$ cat src/hdl/lstm_pkg.sv
// lstm_pkg: shared types and constants for the lstm forward step block
`timescale 1ns / 1ps
package lstm_pkg;

  localparam int DW    = 16;
  localparam int ACC_W = 40;
  localparam int PROD_W = 2 * DW;
  localparam logic signed [DW-1:0] Q_ONE = 16'sd4096;

  typedef enum logic { OP_WEIGHT = 1'b0, OP_FEATURE = 1'b1 } op_t;

  typedef enum logic { ACT_SIG = 1'b0, ACT_TANH = 1'b1 } act_mode_t;

  typedef enum logic [1:0] {
    G_FORGET = 2'd0, G_IN = 2'd1, G_OUT = 2'd2, G_CELL = 2'd3
  } gate_t;

  typedef enum logic [1:0] { SUB_BIAS, SUB_X, SUB_H, SUB_C } sub_t;

  typedef enum logic [3:0] {
    S_IDLE, S_GATE, S_GWAIT, S_CELL, S_CWAIT, S_HID, S_HWAIT, S_OUT, S_OWAIT, S_EMIT
  } state_t;

  // control that travels with each operand pair into the multiply-accumulate
  typedef struct packed {
    logic vld;
    logic first;
    logic last;
  } mac_ctl_t;

  // sigmoid samples at steps of 0.5 from 0 to 8, Q4.12
  localparam logic [12:0] SIG_TABLE [17] = '{
    13'd2048, 13'd2550, 13'd2994, 13'd3349, 13'd3608, 13'd3785, 13'd3902, 13'd3976,
    13'd4022, 13'd4051, 13'd4069, 13'd4079, 13'd4086, 13'd4090, 13'd4092, 13'd4094,
    13'd4095
  };

endpackage

$ cat src/hdl/lstm_mac.sv
// lstm_mac: registered multiplier followed by a wide accumulator
`timescale 1ns / 1ps
module lstm_mac (
  input  logic                               clk,
  input  logic                               rst_n,
  input  lstm_pkg::mac_ctl_t                 ctl_i,
  input  logic signed [lstm_pkg::DW-1:0]     a_i,
  input  logic signed [lstm_pkg::DW-1:0]     b_i,
  output logic signed [lstm_pkg::ACC_W-1:0]  acc_o,
  output logic                               done_o
);
  import lstm_pkg::*;

  mac_ctl_t                  ctl1_r;
  logic signed [PROD_W-1:0]  prod_r;
  logic signed [ACC_W-1:0]   acc_r;
  logic                      done_r;

  always_ff @(posedge clk) begin
    if (!rst_n) begin
      ctl1_r <= '0;
      done_r <= 1'b0;
    end else begin
      ctl1_r <= ctl_i;
      done_r <= ctl1_r.vld & ctl1_r.last;
    end
  end

  always_ff @(posedge clk) begin
    prod_r <= a_i * b_i;
    if (ctl1_r.vld) begin
      if (ctl1_r.first) begin
        acc_r <= ACC_W'(prod_r);
      end else begin
        acc_r <= acc_r + ACC_W'(prod_r);
      end
    end
  end

  assign acc_o  = acc_r;
  assign done_o = done_r;

endmodule

$ cat config.mk
export PLATFORM = sky130hd
export DESIGN_NAME = lstm_mac
export DESIGN_NICKNAME = d
export VERILOG_FILES = /design/src/hdl/lstm_pkg.sv /design/src/hdl/lstm_mac.sv
export SDC_FILE = /design/constraint.sdc
export NUM_CORES = 1
export LEC_CHECK = 0
export ABC_AREA = 1
export CAP_MARGIN = 25
export CORE_ASPECT_RATIO = 1.25
export CORE_MARGIN = 2
export CORE_UTILIZATION = 55
export DETAILED_ROUTE_END_ITERATION = 8
export DONT_BUFFER_PORTS = 1
export GPL_TIMING_DRIVEN = 0
export PLACE_DENSITY_LB_ADDON = 0.2
export SYNTH_ARGS = -nofsm -noshare
export SYNTH_HDL_FRONTEND = slang
export SYNTH_SLANG_ARGS = --single-unit
$ cat constraint.sdc
create_clock -name clk -period 18.49 [get_ports clk]
set_input_delay 3.698 -clock clk [delete_from_list [all_inputs] [get_ports clk]]
set_output_delay 3.698 -clock clk [all_outputs]
set_load 0.1 [all_outputs]
Yosys cells after proc, flatten, opt, wreduce, memory -nomap -nowiden
Index checks and enable logic that the tools add are counted.
- input port bits: 37
- register bits: 76
- word-level logic and storage cells: 10
- output and inout port bits: 41
- add/subtract/negate cells: 1
- bitwise operators: 1
- multiplexer cells: 1
- $mul: 1
- operators with widths (kind ; count):
    $add 40x32->40 ; 1
    $mux 40 ; 1
    $mul 16x16->32 ; 1
    $and 1x1->1 ; 1

Logic depth before layout (Yosys ltp)
- depth in word-level cells: 2
- gate-level depth with buffers: 26
- mapped depth without buffers: 24

Least setup slack after synthesis
Ideal clock, no wire load.
- path kind: input to register
- start point: in b_i[3] in the netlist's numbering
- end point: reg prod_r[31]
- data arrival time: 8.802 ns
- stages on the path: 22
- setup time: 0.112 ns
- required time: 18.378 ns
- setup slack: 9.576 ns
- path buffers: 2
- cell sequence: clkbuf_1 > clkbuf_1 > nand2_1 > inv_1 > fa_1 > fa_1 > inv_1 > fa_1 > fa_1 > fa_1 > fa_1 > inv_1 > ha_1 > nand2_1 > nor3_1 > nand2_1 > nor3_1 > nand2_1 > nand3_1 > inv_1 > nand2_1 > nand2_1
- longest elaborated chain between the ends: 1
- ends and longest elaborated chain (item ; RTL line ; source):
    start: declaration ; lstm_mac.sv:8 ; input logic signed [lstm_pkg::DW-1:0] b_i,
    $mul 16x16->32 ; lstm_mac.sv:30 ; prod_r <= a_i * b_i;
    end signal: assignment ; lstm_mac.sv:30 ;
    end: declaration ; lstm_mac.sv:15 ; logic signed [PROD_W-1:0] prod_r;
No other way between the ends.
A chain may end at the register's enable or synchronous reset.

Final worst setup path
- start point: in b_i[3] in the netlist's numbering
- end point: reg prod_r[28]
The elaborated chain is that of the path after synthesis.

==> metrics.md <==
| Metric | Value |
|---|---|
| Status | `finished, final reports clean` |
| Share of layout cells above drive strength 1 | `3.88%` |
| Vias in the first global route | `14600` |
| Post-synthesis xor/xnor area fraction | `under 10%` |
| GPL Wtd Cong | `a little under 1` |
| Critical-path maximum fanout | `10` |
| Worst reg2reg path depth | `15` |
| Detail Route Antenna Nets | `0` |
| Clock Skew | `just under 0.007 ns` |
| Mux contribution to synthesized area | `0%` |
| RSZ-0062 raised after global routing | `false` |
| Hold WC Path Type | `register to register` |
| DR vias/cell | `5.14` |
| Slew @ Worst Pin | `roughly 1 ns` |
| 1st-pass router iterations | `5` |
| Cts repair resizes | `0` |
| Post-synth top area cell | `fa_1` |
| Setup CP Type | `primary input to register` |
| Cell variety after synth | `43` |
| Half-perimeter wire length after placement | `between 40000 and 50000 um` |
| Filler cells | `2894` |
| Nets | `2657` |
| EDFF count, synth | `40` |
| Largest net degree at the start of global routing | `26` |
| Clock Tree Root | `clkbuf_16` |
| Hold_buf cts | `0` |
| Synthesized area | `around 16000 um2` |
| Crit path capture type | `register` |
| Setup slack, reg-to-reg | `14.99 ns` |
| CTS tree | `yes` |
| Tcrit/Tclk final | `roughly 52%` |
| Routed wire length | `47000 um` |
| Worst R2R End | `acc_o[26]$_DFFE_PP_` |
| Sum of negative setup slack | `0 ns` |
| Die X | `about 160 um` |
| Drt drc | `0` |
| Hold path startpoint | `ctl1_r[0]$_SDFF_PN0_` |
| Adder-cell share of the synthesized area | `42.0%` |
| Die Area | `30800 um2` |
| H-tree levels | `3` |
| Placeable Area | `29100 um2` |
| Compound-Gate Fraction of Synth Area | `3.97%` |
| Final Setup Violations | `0` |
| Initial drt markers | `649` |
| Max Buffers Root-to-Sink | `2` |
| Site row count | `70` |
| CP arrival | `9.92 ns` |
| Synthesis Warnings | `0` |
| Final min period | `roughly 9.7 ns` |
| Die H | `196 um` |
| Largest family of logic cells by synthesized area | `adder cells` |
| Startpoint Class | `primary input` |
| Slew HR | `33.4%` |
| Initial Utilization | `55.5%` |
| Reg-to-Reg Start | `acc_o[0]$_DFFE_PP_` |
| Post-CTS setup buffers | `0` |
| Maximum Capacitance Violations | `0` |
| Slew Limit Fails | `0` |
| Count leader, synth | `nand2_1` |
| Yosys reg bits | `76` |
| CP required | `18.73 ns` |
| Area share of the largest cell type after synthesis | `32.6%` |
| Post-Route M1 WL | `17400 um` |
| Most frequent cells after synthesis | `nand2_1 (699), inv_1 (561), fa_1 (263)` |
| Most area-consuming cells after synthesis | `fa_1 (33%), nand2_1 (16%), inv_1 (13%)` |
| GRT Residual Overflow | `0` |
| Antenna violations before repair | `0` |
| Top sig layer | `met4` |
| Max Clk Rate | `103 MHz` |
| GRT Overall Usage | `32.2%` |
| Avg Inst Size Synth | `7.26 um2` |
| Clock buffer count from CTS | `9` |
| Ys async rst share | `0%` |
| Most common flop cell mapped by yosys | `edfxtp_1` |
| Metal3 WL | `1900 um` |
| Syn nets | `2645` |
| Synth Instances | `~2200` |
| Hold-critical path depth | `1` |
| Clk_lat worst skew | `0.36 ns` |
| Port bufs | `0` |
| First-pass GRT wire length | `between 70000 and 80000 um` |
| P&R area growth vs syn | `5.00%` |
| Vias | `13500` |
| IO Pins | `78` |
| Post-synthesis sequential area ratio | `between 10% and 20%` |
| Simple-gate share of the synthesized area | `25.4%` |
| Antenna cells | `0` |
| Final Hold Viols | `0` |
| Average routed wire per standard cell | `around 18 um` |
| Min-Delay Endpoint | `done_o$_SDFF_PN0_` |
| CTS sink cnt | `76` |
| Clk pin slew, worst setup/hold paths | `around 0.07 ns` |
| DR WL met2 | `24500 um` |
[cells in the final DEF, fill, tap and decap left out, types with 3 or more instances in the layout]
master | synthesis | final
a21o_1 | 4 | 4
nand3_1 | 83 | 83
ha_1 | 121 | 121
or2_1 | 6 | 6
nor2_1 | 106 | 106
clkbuf_1 | 62 | 62
a21oi_1 | 56 | 56
nor2_4 | 3 | 3
dfxtp_1 | 36 | 35
fa_1 | 263 | 263
xnor2_1 | 11 | 11
inv_1 | 561 | 561
o21bai_1 | 8 | 8
nor2_2 | 16 | 16
nand2_1 | 699 | 699
a21oi_2 | 3 | 3
nand2_2 | 12 | 12
nand4_1 | 16 | 16
nand3b_1 | 14 | 14
xor2_1 | 25 | 25
clkbuf_16 | 0 | 9
o21ai_0 | 19 | 19
or2_2 | 10 | 10
o21ai_1 | 3 | 3
nand3_2 | 6 | 6
inv_6 | 0 | 5
edfxtp_1 | 40 | 40
nor3_1 | 9 | 9
inv_2 | 8 | 8
[worst max-delay path, cell delays in order]
cell and delay (ns):
clkbuf_1 0.38, clkbuf_1 0.49, nand2_1 0.11, inv_1 0.10, fa_1 0.57, fa_1 0.82, inv_1 0.15, fa_1 0.50
inv_1 0.05, fa_1 0.55, fa_1 0.43, fa_1 0.44, ha_1 0.35, nand2_1 0.18, inv_1 0.09, a21oi_1 0.26
a21boi_0 0.31, nand3_1 0.24, xor2_1 0.20
[cell type report]
type | instances | area [um2] | share of cell area (%)
multi-input combinational | 1513 | 11800 | 69.8
clock inverter | 7 | 65.1 | 0.384
timing repair buffer | 1 | 20.0 | 0.118
inverter | 569 | 2140 | 12.6
buffer | 66 | 253 | 1.49
sequential | 76 | 1920 | 11.3
tap | 396 | 495 | 2.92
clock buffer | 9 | 225 | 1.33
[flip-flops by register name (all words and copies together) (netlist names)]
register,count
acc_o,40
ctl1_r,3
done_o,1
prod_r,32
[logic make-up after synthesis]
| family | after synthesis |
|---|---|
| adder cells (fa/ha/maj) | 384 |
| flip-flops | 76 |
| AO/OA/AOI/OAI | 108 |
| AND/OR/NAND/NOR | 985 |
| XOR/XNOR | 36 |
| buffers and inverters | 635 |
[per-stage QoR]
| step | hold WS [ns] | worst slack (ns) | cell area (um2) | cells | utilization, % |
|---|---|---|---|---|---|
| after floorplan | 0.429 | 9.58 | 16100 | 2224 | - |
| after global placement | 0.434 | 8.54 | 16600 | 2620 | 57.2 |
| after detailed placement | 0.459 | 8.49 | 16700 | 2621 | 57.3 |
| after CTS | 0.475 | 8.86 | 17000 | 2637 | 58.3 |
| after global routing | 0.507 | 8.60 | 17000 | 2637 | 58.3 |
| final | 0.476 | 8.80 | 17000 | 2637 | 58.3 |
[routing by layer]
layer / vias to the layer above / global-route usage, %
li1: 6541 / -
met1: 6457 / 35.4
met2: 402 / 59.8
met3: 146 / 2.22
met4: 0 / 19.6
met5: - / 0
[worst max-delay path by stage]
stage | start | to | slack (ns) | depth (start not counted)
final | b_i[3] | prod_r[28]$_DFF_P_ | 8.80 | 19
after global routing | b_i[3] | prod_r[28]$_DFF_P_ | 8.60 | 19
after CTS | b_i[3] | prod_r[28]$_DFF_P_ | 8.86 | 19
after detailed placement | b_i[3] | prod_r[28]$_DFF_P_ | 8.49 | 19
after global placement | b_i[3] | prod_r[28]$_DFF_P_ | 8.54 | 19
after floorplan | b_i[3] | prod_r[31]$_DFF_P_ | 9.58 | 22
Power is not shown: default switching activity piles up to over one toggle a cycle in this logic, so the estimate is an artifact.
