## src/hdl/lstm_pkg.sv

```systemverilog
// lstm_pkg: shared types and constants for the lstm forward step block
`timescale 1ns / 1ps
package lstm_pkg;

  localparam int DW    = 16;
  localparam int ACC_W = 40;
  localparam int PROD_W = 2 * DW;
  localparam logic signed [DW-1:0] Q_ONE = 16'sd4096;

  typedef enum logic { OP_WEIGHT = 1'b0, OP_FEATURE = 1'b1 } op_t;

  typedef enum logic { ACT_SIG = 1'b0, ACT_TANH = 1'b1 } act_mode_t;

  typedef enum logic [1:0] {
    G_FORGET = 2'd0, G_IN = 2'd1, G_OUT = 2'd2, G_CELL = 2'd3
  } gate_t;

  typedef enum logic [1:0] { SUB_BIAS, SUB_X, SUB_H, SUB_C } sub_t;

  typedef enum logic [3:0] {
    S_IDLE, S_GATE, S_GWAIT, S_CELL, S_CWAIT, S_HID, S_HWAIT, S_OUT, S_OWAIT, S_EMIT
  } state_t;

  // control that travels with each operand pair into the multiply-accumulate
  typedef struct packed {
    logic vld;
    logic first;
    logic last;
  } mac_ctl_t;

  // sigmoid samples at steps of 0.5 from 0 to 8, Q4.12
  localparam logic [12:0] SIG_TABLE [17] = '{
    13'd2048, 13'd2550, 13'd2994, 13'd3349, 13'd3608, 13'd3785, 13'd3902, 13'd3976,
    13'd4022, 13'd4051, 13'd4069, 13'd4079, 13'd4086, 13'd4090, 13'd4092, 13'd4094,
    13'd4095
  };

endpackage

```

## src/hdl/lstm_post.sv

```systemverilog
// lstm_post: rounding, saturation and table based sigmoid or tanh
`timescale 1ns / 1ps
module lstm_post (
  input  logic                               clk,
  input  logic                               rst_n,
  input  logic                               done_i,
  input  logic signed [lstm_pkg::ACC_W-1:0]  acc_i,
  input  lstm_pkg::act_mode_t                mode_i,
  output logic signed [lstm_pkg::DW-1:0]     pre_o,
  output logic signed [lstm_pkg::DW-1:0]     res_o,
  output logic                               vld_o
);
  import lstm_pkg::*;

  localparam int Q_W = ACC_W - 12;

  function automatic logic signed [DW-1:0] sat_q(input logic signed [Q_W-1:0] v);
    logic signed [DW-1:0] r;
    if (v > Q_W'(32767)) begin
      r = 16'sd32767;
    end else if (v < -Q_W'(32768)) begin
      r = -16'sd32768;
    end else begin
      r = DW'(v);
    end
    return r;
  endfunction

  function automatic logic signed [DW-1:0] act_sig(input logic signed [DW-1:0] x);
    logic [DW:0]   mag;
    logic [14:0]   a;
    logic [3:0]    idx;
    logic [12:0]   lo;
    logic [12:0]   hi;
    logic [9:0]    d;
    logic [20:0]   p;
    logic [12:0]   s;
    mag = x[DW-1] ? (DW+1)'(-(DW+1)'(x)) : (DW+1)'(x);
    a   = (mag > (DW+1)'(32767)) ? 15'd32767 : mag[14:0];
    idx = a[14:11];
    lo  = SIG_TABLE[idx];
    hi  = SIG_TABLE[5'(idx) + 5'd1];
    d   = 10'(hi - lo);
    p   = 21'(d) * 21'(a[10:0]);
    s   = lo + 13'(p[20:11]);
    return x[DW-1] ? DW'(13'd4096 - s) : DW'(s);
  endfunction

  function automatic logic signed [DW-1:0] act_tanh(input logic signed [DW-1:0] x);
    logic signed [DW:0]   x2;
    logic signed [DW-1:0] xs;
    logic signed [DW-1:0] s;
    x2 = (DW+1)'(x) <<< 1;
    if (x2 > (DW+1)'(32767)) begin
      xs = 16'sd32767;
    end else if (x2 < -(DW+1)'(32768)) begin
      xs = -16'sd32768;
    end else begin
      xs = DW'(x2);
    end
    s = act_sig(xs);
    return (s <<< 1) - 16'sd4096;
  endfunction

  logic signed [ACC_W-1:0] rnd;
  logic signed [DW-1:0]    pre_r;
  logic signed [DW-1:0]    res_r;
  act_mode_t               mode_r;
  logic                    pv_r;
  logic                    rv_r;

  assign rnd = acc_i + ACC_W'(2048);

  always_ff @(posedge clk) begin
    if (!rst_n) begin
      pv_r <= 1'b0;
      rv_r <= 1'b0;
    end else begin
      pv_r <= done_i;
      rv_r <= pv_r;
    end
  end

  always_ff @(posedge clk) begin
    if (done_i) begin
      pre_r  <= sat_q(Q_W'(rnd >>> 12));
      mode_r <= mode_i;
    end
    if (pv_r) begin
      res_r <= (mode_r == ACT_TANH) ? act_tanh(pre_r) : act_sig(pre_r);
    end
  end

  assign pre_o = pre_r;
  assign res_o = res_r;
  assign vld_o = rv_r;

endmodule

```

## config.mk

```make
export PLATFORM = sky130hd
export DESIGN_NAME = lstm_post
export DESIGN_NICKNAME = d
export VERILOG_FILES = /design/src/hdl/lstm_pkg.sv /design/src/hdl/lstm_post.sv
export SDC_FILE = /design/constraint.sdc
export NUM_CORES = 1
export LEC_CHECK = 0
export ABC_AREA = 0
export BUFFER_PORTS_ARGS = -buffer_cell sky130_fd_sc_hd__clkbuf_2
export CAP_MARGIN = 40
export CORE_MARGIN = 4
export CORE_UTILIZATION = 45
export DETAILED_ROUTE_END_ITERATION = 12
export GPL_TIMING_DRIVEN = 0
export MAX_ROUTING_LAYER = met4
export PLACE_DENSITY = 0.65
export SYNTH_ARGS = -nofsm -noshare
export SYNTH_HDL_FRONTEND = slang
export SYNTH_SLANG_ARGS = --single-unit
```

## constraint.sdc

```tcl
create_clock -name clk -period 17.5 [get_ports clk]
set_clock_uncertainty 0.05 [all_clocks]
set_input_delay 3.5 -clock clk [delete_from_list [all_inputs] [get_ports clk]]
set_output_delay 3.5 -clock clk [all_outputs]
set_load 0.01 [all_outputs]
```

Yosys cells after proc, flatten, opt, wreduce, memory -nomap -nowiden. Memory sizes are Yosys's and may differ from the RTL's. Cells that the tools add are included.

Bits in registers: 35. Output and inout port bits: 33. Input bits: 44. Memory bits (read-only): 1664. Word-level logic and storage cells: 56. Memories kept: 4.

Multiply operators: 2. Multiplexer cells: 19. Add/sub/neg operators: 12. Bitwise logic cells: 4. $lt $le $gt $ge: 10.

Memories: (name not given) (words 32, width 13, rd ports 1, clocked after memory_dff 0, wr ports 0, RTL line lstm_post.sv:42) `hi = SIG_TABLE[5'(idx) + 5'd1];`; (name not given) (words 32, width 13, rd ports 1, clocked after memory_dff 0, wr ports 0, RTL line lstm_post.sv:41) `lo = SIG_TABLE[idx];`; (name not given) (words 32, width 13, rd ports 1, clocked after memory_dff 0, wr ports 0, RTL line lstm_post.sv:42); (name not given) (words 32, width 13, rd ports 1, clocked after memory_dff 0, wr ports 0, RTL line lstm_post.sv:41).

Operators with widths (number): two-way mux 16 bit (6); two-way mux 13 bit (4); two-way mux 15 bit (3); multiplier 10 x 11 -> 21 bit (2); adder 40 x 13 -> 40 bit, second input constant (1); two-way mux 10 bit (4); greater-than comparator 17 x 15 -> 1 bit, second input constant (2); two-way mux 17 bit (2); negator 16 -> 17 bit (2); greater-than comparator 28 x 16 -> 1 bit, second input constant (1); less-than comparator 28 x 16 -> 1 bit, second input constant (1); subtractor 13 x 13 -> 14 bit, first input constant (2); adder 13 x 10 -> 13 bit (2); subtractor 10 bit (2); greater-than comparator 17 x 16 -> 1 bit, second input constant (1); less-than comparator 17 x 16 -> 1 bit, second input constant (1); subtractor 16 x 14 -> 16 bit, second input constant (1); >= comparator 5 x 6 -> 1 bit, second input constant (2); >= comparator 6 bit, second input constant (2); inverter 5 -> 6 bit (2); adder 4 x 1 -> 5 bit, second input constant (2); inverter 4 -> 5 bit (2).

Depth between registers and ports, before layout. Gate-level depths: netlist of the first run.

Word-level depth: 20. Depth in mapped cells: 56. Mapped depth without buffers: 51.

Least setup slack after synthesis of the first run. Ideal clock, no wire load.

Kind: reg2reg. From: reg pre_r[3], in the netlist pre_o[3]. To: reg res_r[14], in the netlist res_o[14] (data pin). Path buffers: 7. Data required time: 17.178 ns. Setup slack: 4.826 ns. Period minus slack after synthesis: 12.674 ns. Arrival: 12.352 ns. Setup time: 0.272 ns. Cell stages (with the launch flop): 52. Path through: edfxtp_1 buf_6 or4_4 buf_6 or4_1 buf_2 or4_1 and3_1 buf_6 inv_4 clkbuf_1 ha_1 clkbuf_1 inv_1 mux2i_1 mux2i_1 or2_1 ha_1 [16 not listed] ha_1 a21oi_1 nand2_1 o221ai_1 a211o_1 nand2_1 a21o_1 xor2_1 ha_1 nor3b_1 a311oi_1 o311ai_0 or4_1 o41ai_1 xnor2_1 ha_1 xnor2_1 o21ai_0.

Cells in the longest elaborated chain, start to end: 20. Elaborated cells on any way between the ends: 43. Classes of those cells: 11 x add/sub; 2 x mul; 4 x order compare; 18 x mux; 4 x bitwise; 4 x memory.

RTL lines: from (decl) (RTL line lstm_post.sv:66) `logic signed [DW-1:0] pre_r;`; from (signal assigned) (RTL line lstm_post.sv:86) `pre_r <= sat_q(Q_W'(rnd >>> 12));`; less-than comparator 17 x 16 -> 1 bit (RTL line lstm_post.sv:56) `end else if (x2 < -(DW+1)'(32768)) begin`; two-way mux 16 bit (RTL line lstm_post.sv:56); two-way mux 16 bit (RTL line lstm_post.sv:54) `if (x2 > (DW+1)'(32767)) begin`; two-way mux 16 bit (RTL line lstm_post.sv:89) `if (pv_r) begin`; negator 16 -> 17 bit (RTL line lstm_post.sv:38) `mag = x[DW-1] ? (DW+1)'(-(DW+1)'(x)) : (DW+1)'(x);`; two-way mux 17 bit (RTL line lstm_post.sv:38); greater-than comparator 17 x 15 -> 1 bit (RTL line lstm_post.sv:39) `a = (mag > (DW+1)'(32767)) ? 15'd32767 : mag[14:0];`; two-way mux 15 bit (RTL line lstm_post.sv:39); [3 not listed]; two-way mux 10 bit (not written as such) (2 in series) (RTL line lstm_post.sv:42); subtractor 10 bit (RTL line lstm_post.sv:43) `d = 10'(hi - lo);`; multiplier 10 x 11 -> 21 bit (RTL line lstm_post.sv:44) `p = 21'(d) * 21'(a[10:0]);`; adder 13 x 10 -> 13 bit (RTL line lstm_post.sv:45) `s = lo + 13'(p[20:11]);`; subtractor 13 x 13 -> 14 bit (RTL line lstm_post.sv:46) `return x[DW-1] ? DW'(13'd4096 - s) : DW'(s);`; two-way mux 15 bit (RTL line lstm_post.sv:46); subtractor 16 x 14 -> 16 bit (RTL line lstm_post.sv:62) `return (s <<< 1) - 16'sd4096;`; two-way mux 16 bit (*) (RTL line lstm_post.sv:90) `res_r <= (mode_r == ACT_TANH) ? act_tanh(pre_r) : act_sig(pre_r);`; to (signal assigned) (RTL line lstm_post.sv:90); to (decl) (RTL line lstm_post.sv:67) `logic signed [DW-1:0] res_r;`.

Every way passes the cells marked *; elsewhere a longest branch is shown, timed or not. The select of a mux whose other input is x is not followed. A chain may end at the register's enable or synchronous reset.

Worst setup path after layout of the first run.
From: reg pre_r[2], in the netlist pre_o[2]. To: reg res_r[14], in the netlist res_o[14] (data pin).

The elaborated chain is that of the path after synthesis.

==> results of run 1 <==
[worst register-to-register path: cells and delay by family (launching register included)]
| kind | cells | cell delay (ns) |
|---|---|---|
| xor+xnor | 4 | 0.86 |
| buf+inv | 11 | 2.07 |
| compound gates | 15 | 3.62 |
| mux | 3 | 0.52 |
| flops | 1 | 0.45 |
| simple gates | 9 | 2.32 |
| fa+ha+maj | 11 | 4.42 |
[sequential cells by signal, indices dropped and copies added, names as in the netlist]
name and cells:
mode_r 1, res_o 16, pv_r 1, vld_o 1, pre_o 16
[placed cells by master (no fill, tap or decap), drive strengths merged, types with 22 or more instances in the layout]
cell type  instances
a211oi            23
a21oi             67
clkbuf           137
edfxtp            33
fa               142
ha               167
inv              227
mux2i             29
nand2            154
nand2b            45
nand3             45
nor2             170
nor3              42
o21ai             94
or2               22
xnor2             43
xor2              36
[layer usage]
metal | wire (um) | track usage, % | vias up | part of all wire, %
met3 | 2111 | 2.607 | 65 | 5.6
met1 | 16810 | 31.21 | 5928 | 45
li1 | - | - | 5929 | -
met4 | 1080 | 6.522 | 0 | 2.9
met2 | 17510 | 38.81 | 414 | 47
met5 | 0 | - | - | 0
[how the worst max path moves through the flow]
| stage | cells past startpoint | slack, ns | startpoint | to |
|---|---|---|---|---|
| after floorplan | 51 | 4.83 | pre_o[3]$_SDFFCE_PN1P_ | res_o[14]$_DFFE_PP_ |
| after global placement | 52 | 3.09 | pre_o[2]$_SDFFCE_PN1P_ | res_o[14]$_DFFE_PP_ |
| after detailed placement | 52 | 2.94 | pre_o[2]$_SDFFCE_PN1P_ | res_o[14]$_DFFE_PP_ |
| after CTS | 52 | 2.90 | pre_o[2]$_SDFFCE_PN1P_ | res_o[14]$_DFFE_PP_ |
| after global routing | 53 | 2.00 | pre_o[2]$_SDFFCE_PN1P_ | res_o[14]$_DFFE_PP_ |
| final | 53 | 2.91 | pre_o[2]$_SDFFCE_PN1P_ | res_o[14]$_DFFE_PP_ |
[stage by stage]
| step | hold WS (ns) | instances | worst slack, ns |
|---|---|---|---|
| after floorplan | 0.6401 | 1696 | 4.826 |
| after global placement | 0.7150 | 2145 | 3.086 |
| after detailed placement | 0.7528 | 2149 | 2.938 |
| after CTS | 0.7604 | 2157 | 2.897 |
| after global routing | 0.8281 | 2158 | 2.000 |
| final | 0.7607 | 2158 | 2.906 |
[cells by family after synthesis]
logic type                 synth area share (%)
AOI/OAI and AO/OA                         17.30
xor gates and xnor gates                  5.266
and+or+nand+nor                           21.10
buffers and inverters                     8.968
muxes                                     2.440
adders and majority gates                 37.13
DFF                                       7.762
other                                   0.02823
[layout make-up]
class | count | area [um^2]
repair buffers | 70 | 362.8
well taps | 384 | 480.5
clock buffers | 7 | 132.6
clock inverters | 1 | 5.005
inverters | 229 | 862.1
multi-input cells | 1355 | 11060
fillers | 2861 | 14670
plain buffers | 77 | 329.1
flip-flops and latches | 35 | 1031
[cells in the mapped netlist (13+ instances only)]
cell type and number:
a21oi_1 67, nor3_1 42, a31oi_1 18, clkbuf_1 64, or3_1 13, nor2b_1 17, and3_1 14, nand3_1 45
xor2_1 36, fa_1 142, o21ai_0 83, or2_2 21, inv_1 226, nor2_1 169, o211ai_1 15, nand2b_1 45
xnor2_1 42, mux2i_1 29, edfxtp_1 33, a211oi_1 23, nand2_1 154, ha_1 167, o21a_1 20
==> flow_summary.yaml, run 1 <==
clock_network:
  worst_skew_pair.late_latency_ns: 0.28
  total_of_hold_buffers_inserted_after_clock_tree_synthesis: 0
  tritoncts.num_buffers: 5
  ctsLongestPathBuffers: 2
  clock-root-buffer: "clkbuf_16"
  clock_sink_count: 35
  ctsHtreeMaxLevel: 2
  cts-resized-gates: 0
  postCtsSetupRepairBufs: 0
  tritoncts: "done"
  clk_transition_reported_paths_ns: 0.05
synthesis:
  ys_warn_count: 0
  synth-edff-count: 33
  synthDistinctLibCells: 80
  cell_area_after_synthesis_um2: 13280
  synth_top_flop_cell: "edfxtp_1"
  yosysTopAreaCell: "fa_1"
  avgSynthCellArea_um2: 7.832
  synthTopCellsByArea: "fa_1 21%, ha_1 16%, edfxtp_1 7.5%"
  ys_seq_area_share_pct: 7.762
  async_flop_share_pct: 0
  synth.net_count: 2049
  postSynthRegisterBits: 35
  synthesis.instances: 1696
  synth_top_area_share_pct: 21.40
critical_path:
  r2r-start: "pre_o[2]$_SDFFCE_PN1P_"
  r2r_end: "res_o[14]$_DFFE_PP_"
  cp_max_fo: 10
  crit_top_cell: "ha_1"
  r2r_slack_ns: 2.91
  critPathBufInv: 11
  worstPathRequired_ns: 17.46
  cp-start-kind: "register"
  cpPeakStageDelay_ns: 0.70
  worstPathArrival_ns: 14.55
  reg2reg_depth: 53
  cp-end-kind: "register"
  worst-setup-path-type: "register to register"
  cp_top_family: "adder cells"
  critPathSlowestCell: "a21oi_1"
route:
  drt_iter0_markers: 1259
  detail_route.drc_violations: 0
  detail-route-antenna-nets: 0
  post_drt_via_cell_ratio: 5.716
  totalWireLength_um: 37520
  dr_total_vias: 12340
  firstDrtPassIters: 7
  wl_per_cell_um: 17.39
grt:
  grtUsageTotal_pct: 23.64
  antenna_found_initial: 0
  grt_start_max_net_pins: 19
  first_global_vias: 12200
  overflow: 0
  global_route_wire_length_before_repair_um: 62540
die:
  number_of_rows_created_at_floorplan: 62
  placeableCoreArea_um2: 28940
  ios: 77
  die_area_um2: 32330
  initial_core_util_pct: 45.91
  fp.dieW_um: 179.8
  die_h_um: 179.8
cells_and_area:
  antennaDiodeCount: 0
  area_grow_syn2layout_pct: 7.385
  drive_gt1_share_pct: 7.215
  final_util_pct: 49.30
  layout.cell_area.non_filler_um2: 14260
  finalNetCount: 2126
worst_hold_path:
  hold_depth: 0
  timing.hold.worst_endpoint: "res_o[6]$_DFFE_PP_"
  timing.hold.worst.class: "register to register"
  worst_hold_startpoint: "pv_r$_SDFF_PN0_"
placed_design:
  numPortBuffers: 65
  dpl-instance-area_um2: 14120
  dp.final_hpwl_um: 31890
  globalplace.congestion: 0.9560
timing:
  timing_worst_slew_pin_value_ns: 0.9971
  final_hold_viol_count: 0
  timing.final.crit_share_pct: 83.39
  setup-tns-final_ns: 0
  relSlewSlack_pct: 32.68
  final_setup_violating_endpoints: 0
  max_clock_freq_mhz: 68.52
  maxSlewViolCount: 0
  grt_setup_unrepaired: "no"
  layout_min_cycle_time_ns: 14.59
outcome:
  run_status: "completed"
flow_run:
  max-cap-violations: 0
Power of run 1 is not shown: default switching activity piles up to over one toggle a cycle in this logic, so the estimate is an artifact.
==> inputs of run 2 (changes only) <==
PLACE_DENSITY = 0.67   (was 0.65)
clock period = 13 ns   (was 17.5 ns; I/O delays follow)
==> run 2 against run 1 <==
Effect of this change: sequential share of layout area fell by 0.36 points; die area unchanged; via count grew 2.4%; core utilization increased by 2.6 points; maximum frequency increased by 16%; flip-flop and latch count unchanged; setup slack got worse by 2.5 ns; hold slack better by 0.0095 ns; final cell count increased by 1.7%; critical path depth decreased by 1; wire length increased by 3.7%; non-clock buffer count grew 36; largest cell class unchanged.
==> flow_summary.yaml, run 2 (synthesis results as in run 1) <==
grt:
  grt_util_met2_pct: 40.37
  overflow: 0
  grt_start_max_net_pins: 19
  gr-max-usage-layer: "met2"
  first_global_vias: 12610
  global_route_wire_length_before_repair_um: 63670
  antenna_found_initial: 0
  grt_use_met3_pct: 2.304
  use_met1_pct: 31.83
  grtUsageTotal_pct: 24.17
die:
  ios: 77
  initial_core_util_pct: 45.91
  die_h_um: 179.8
  fp.dieW_um: 179.8
  die_area_um2: 32330
  placeableCoreArea_um2: 28940
  number_of_rows_created_at_floorplan: 62
cells_and_area:
  area_grow_syn2layout_pct: 13.08
  layout_commonest_cell: "inv_1"
  antennaDiodeCount: 0
  drive_gt1_share_pct: 13.37
  final.fill_count: 2804
  finalNetCount: 2162
  commonest_cells_after_routing_fill_and_taps_aside: "224 x inv_1, 168 x nor2_1, 161 x ha_1"
placed_design:
  pre_cts_ws_ns: -1.578
  globalplace.congestion: 0.9558
  dp.final_hpwl_um: 32260
  numPortBuffers: 65
critical_path:
  cp_max_fo: 10
  critPathBufInv: 12
  worstPathArrival_ns: 12.52
  cp-start-kind: "register"
  cp_top_family: "adder cells"
  crit_top_cell: "fa_1"
  worstPathRequired_ns: 12.97
  cp-end-kind: "register"
  worst-setup-path-type: "register to register"
  cpPeakStageDelay_ns: 0.55
  critPathSlowestCell: "fa_1"
clock_network:
  total_of_hold_buffers_inserted_after_clock_tree_synthesis: 0
  worst_skew_pair.late_latency_ns: 0.29
  tritoncts.num_buffers: 5
  ctsLongestPathBuffers: 2
  tritoncts: "done"
  ctsHtreeMaxLevel: 2
  clk_transition_reported_paths_ns: 0.06
  clock_sink_count: 35
  clock-root-buffer: "clkbuf_16"
route:
  detail-route-antenna-nets: 0
  drt_iter0_markers: 921
  wl_per_cell_um: 17.73
  firstDrtPassIters: 5
  dr_total_vias: 12640
  post_drt_via_cell_ratio: 5.760
  totalWireLength_um: 38890
  detail_route.drc_violations: 0
outcome:
  run_status: "completed"
timing:
  maxSlewViolCount: 0
  max_clock_freq_mhz: 79.67
  layout_min_cycle_time_ns: 12.55
  final_setup_violating_endpoints: 0
  relSlewSlack_pct: 34.23
  final_critical_path_setup_slack_ns: 0.4477
  timing_worst_slew_pin_value_ns: 0.9866
  timing.final.crit_share_pct: 96.56
  final_hold_viol_count: 0
flow_run:
  max-cap-violations: 0
worst_hold_path:
  timing.hold.worst.class: "register to register"
[run 2: metal layers]
layer  wire, um  share of wire (%)  vias up
li1           -                  -     6012
met1      16910                 43     6082
met2      18490                 48      471
met3       2389                6.1       73
met4       1105                2.8        0
met5          0                  0        -
[run 2: final timing paths]
path / start / to / slack [ns] / cells after the start
hold / removal: pv_r$_SDFF_PN0_ / res_o[9]$_DFFE_PP_ / 0.77 / 0
setup / recovery: pre_o[1]$_SDFFCE_PN1P_ / res_o[14]$_DFFE_PP_ / 0.45 / 52
hold reg to reg: pv_r$_SDFF_PN0_ / res_o[9]$_DFFE_PP_ / 0.77 / 0
setup reg to reg: pre_o[1]$_SDFFCE_PN1P_ / res_o[14]$_DFFE_PP_ / 0.45 / 52
[run 2: layout make-up]
class                   instances  area (um^2)  area share, %
clock buffers                   5        125.1         0.8330
repair buffers                112        676.9          4.506
plain buffers                  71        359.1          2.391
inverters                     229        869.6          5.789
well taps                     384        480.5          3.199
multi-input cells            1355        11430          76.11
clock inverters                 3        46.29         0.3082
flip-flops and latches         35         1031          6.864
[run 2: repair_timing]
item	CTS	global route
pin swaps	11	39
setup buffers	7	36
endpoints found under the setup margin	10	12
endpoints found under the hold margin	0	0
gates cloned	0	0
resized for setup	42	78
[run 2: worst reg2reg max path: cells and delay by family, from the launching register on]
| kind | cells | cell delay, ns |
|---|---|---|
| AND/OR/NAND/NOR | 10 | 2.86 |
| AO/OA/AOI/OAI | 14 | 2.56 |
| multiplexers | 3 | 0.51 |
| adder cells (fa/ha/maj) | 10 | 3.86 |
| XOR/XNOR | 3 | 0.56 |
| flip-flops | 1 | 0.46 |
| buffers and inverters | 12 | 1.43 |
[run 2: through the flow]
stage	area [um^2]	hold WS [ns]	std cells	util, %	TNS, ns
global route	15020	0.8368	2194	51.91	-0.2102
finish	15020	0.7702	2194	51.91	0
global placement	14090	0.7366	2145	48.69	-13.01
detailed placement	14140	0.7618	2151	48.87	-10.93
CTS	14520	0.7772	2162	50.17	0
floorplan	13280	0.6401	1696	-	0
Power of run 2 is left out for the same reason.
==> inputs of run 3 (changes only) <==
CORE_ASPECT_RATIO = 1.2   (was unset)
==> run 3 against run 2 <==
Effect of this change: setup slack better by 0.014 ns; register-to-register slack barely moved; global-route usage grew 0.44 points; final cell count is 0.41% lower; sequential share of layout area rose by 0.055 points; hold slack worse by 0.028 ns; wire length is 0.91% lower; non-clock buffer count decreased by 10; critical path depth fell by 2; core utilization shrank 0.40 points; via count is 0.36% higher; critical endpoint unchanged.
==> flow_summary.yaml, run 3 (synthesis results as in run 1) <==
route:
  firstDrtPassIters: 7
  detail_route.wirelength.met1_um: 15790
  drt_iter0_markers: 886
  totalWireLength_um: 38540
  wl_per_cell_um: 17.64
  detail-route-antenna-nets: 0
  post_drt_via_cell_ratio: 5.805
  met2WireLength_um: 18810
  met3WireLength_um: 1968
  top_signal_layer_used: "met4"
  dr_total_vias: 12680
  detail_route.drc_violations: 0
critical_path:
  critPathSlowestCell: "or4_4"
  cp-start-kind: "register"
  worstPathRequired_ns: 12.96
  r2r-start: "pre_o[3]$_SDFFCE_PN1P_"
  r2r_slack_ns: 0.46
  r2r_end: "res_o[14]$_DFFE_PP_"
  cpPeakStageDelay_ns: 0.57
  cp-end-kind: "register"
  reg2reg_depth: 50
  worstPathArrival_ns: 12.50
  cp_max_fo: 10
  worst-setup-path-type: "register to register"
  crit_top_cell: "fa_1"
worst_hold_path:
  timing.hold.worst_endpoint: "res_o[13]$_DFFE_PP_"
  worst_hold_startpoint: "pv_r$_SDFF_PN0_"
  timing.hold.worst.class: "register to register"
  hold_depth: 0
timing:
  fin_hold_ws_ns: 0.7418
  timing.final.crit_share_pct: 96.45
  final_critical_path_setup_slack_ns: 0.4613
  maxSlewViolCount: 0
  timing_worst_slew_pin_value_ns: 0.9350
  relSlewSlack_pct: 37.67
  max_clock_freq_mhz: 79.75
  final_setup_violating_endpoints: 0
  layout_min_cycle_time_ns: 12.54
  final_hold_viol_count: 0
cells_and_area:
  layout_commonest_cell: "inv_1"
  antennaDiodeCount: 0
  layout.cell_area.non_filler_um2: 14900
  final_util_pct: 51.51
  commonest_cells_after_routing_fill_and_taps_aside: "225 x inv_1, 169 x nor2_1, 161 x ha_1"
  area_grow_syn2layout_pct: 12.19
  finalNetCount: 2152
  drive_gt1_share_pct: 12.44
die:
  initial_core_util_pct: 45.92
  placeableCoreArea_um2: 28930
  fp.dieW_um: 164.8
  ios: 77
  die_h_um: 196.2
  die_area_um2: 32340
  number_of_rows_created_at_floorplan: 68
clock_network:
  ctsLongestPathBuffers: 2
  clock_sink_count: 35
  ctsHtreeMaxLevel: 2
  worst_skew_pair.late_latency_ns: 0.28
  total_of_hold_buffers_inserted_after_clock_tree_synthesis: 0
  clock-root-buffer: "clkbuf_16"
  tritoncts.num_buffers: 5
  tritoncts: "done"
  clk_transition_reported_paths_ns: 0.06
grt:
  first_global_vias: 12610
  overflow: 0
  global_route_wire_length_before_repair_um: 63360
  grt_start_max_net_pins: 19
  antenna_found_initial: 0
  grtUsageTotal_pct: 24.61
placed_design:
  globalplace.congestion: 0.9385
  dpl-instance-area_um2: 14130
  dp.final_hpwl_um: 31830
  numPortBuffers: 65
  pre_cts_ws_ns: -1.763
flow_run:
  max-cap-violations: 0
outcome:
  run_status: "completed"
run 3: cell types whose count changed in the layout (fill, tap and decap cells not counted), sizes merged:
cell	before	now
clkinv	2	4
buf	59	50
clkdlybuf4s18	1	0
clkdlybuf4s15	0	1
inv	228	227
clkinvlp	1	0
bufinv	1	0
run 3: worst max path at each step:
stage | end | startpoint
finish | res_o[14]$_DFFE_PP_ | pre_o[3]$_SDFFCE_PN1P_
global route | res_o[14]$_DFFE_PP_ | pre_o[1]$_SDFFCE_PN1P_
CTS | res_o[14]$_DFFE_PP_ | pre_o[1]$_SDFFCE_PN1P_
detailed placement | res_o[14]$_DFFE_PP_ | pre_o[2]$_SDFFCE_PN1P_
global placement | res_o[14]$_DFFE_PP_ | pre_o[2]$_SDFFCE_PN1P_
floorplan | res_o[14]$_DFFE_PP_ | pre_o[3]$_SDFFCE_PN1P_
run 3: area by class of cell:
cell class                      instances  area [um^2]
Sequential cell                        35         1031
Tap cell                              385        481.7
Inverter                              229        869.6
Clock buffer                            6        128.9
Buffer                                 71        355.3
Timing Repair Buffer                  102        601.8
Clock inverter                          2        8.758
Fill cell                            2816        14030
Multi-Input combinational cell       1355        11420
run 3: routing by layer:
layer	GRT usage (%)	up-vias
met1	31.01	6102
met3	1.996	116
li1	-	5994
met5	-	-
met2	41.15	471
met4	9.337	0
run 3: timing repair:
| action | in CTS | in global routing |
|---|---|---|
| buffers inserted | 8 | 23 |
| gates resized for setup | 41 | 69 |
| endpoints found under the setup margin | 12 | 12 |
| pin swaps | 7 | 34 |
run 3: stage by stage:
step / cells / setup TNS (ns)
floorplan: 1696 / 0
global placement: 2146 / -11.65
detailed placement: 2152 / -13.42
CTS: 2165 / 0
global route: 2185 / -0.1903
finish: 2185 / 0
run 3: worst max-delay path: cells and delay by family, from the launching register on:
family | cells | cell delay (ns)
adder cells (fa/ha/maj) | 10 | 3.78
multiplexers | 2 | 0.30
AO/OA/AOI/OAI | 9 | 1.91
AND/OR/NAND/NOR | 12 | 3.45
buffers and inverters | 13 | 1.54
XOR/XNOR | 4 | 0.76
flip-flops | 1 | 0.43
Power of run 3 is left out for the same reason.
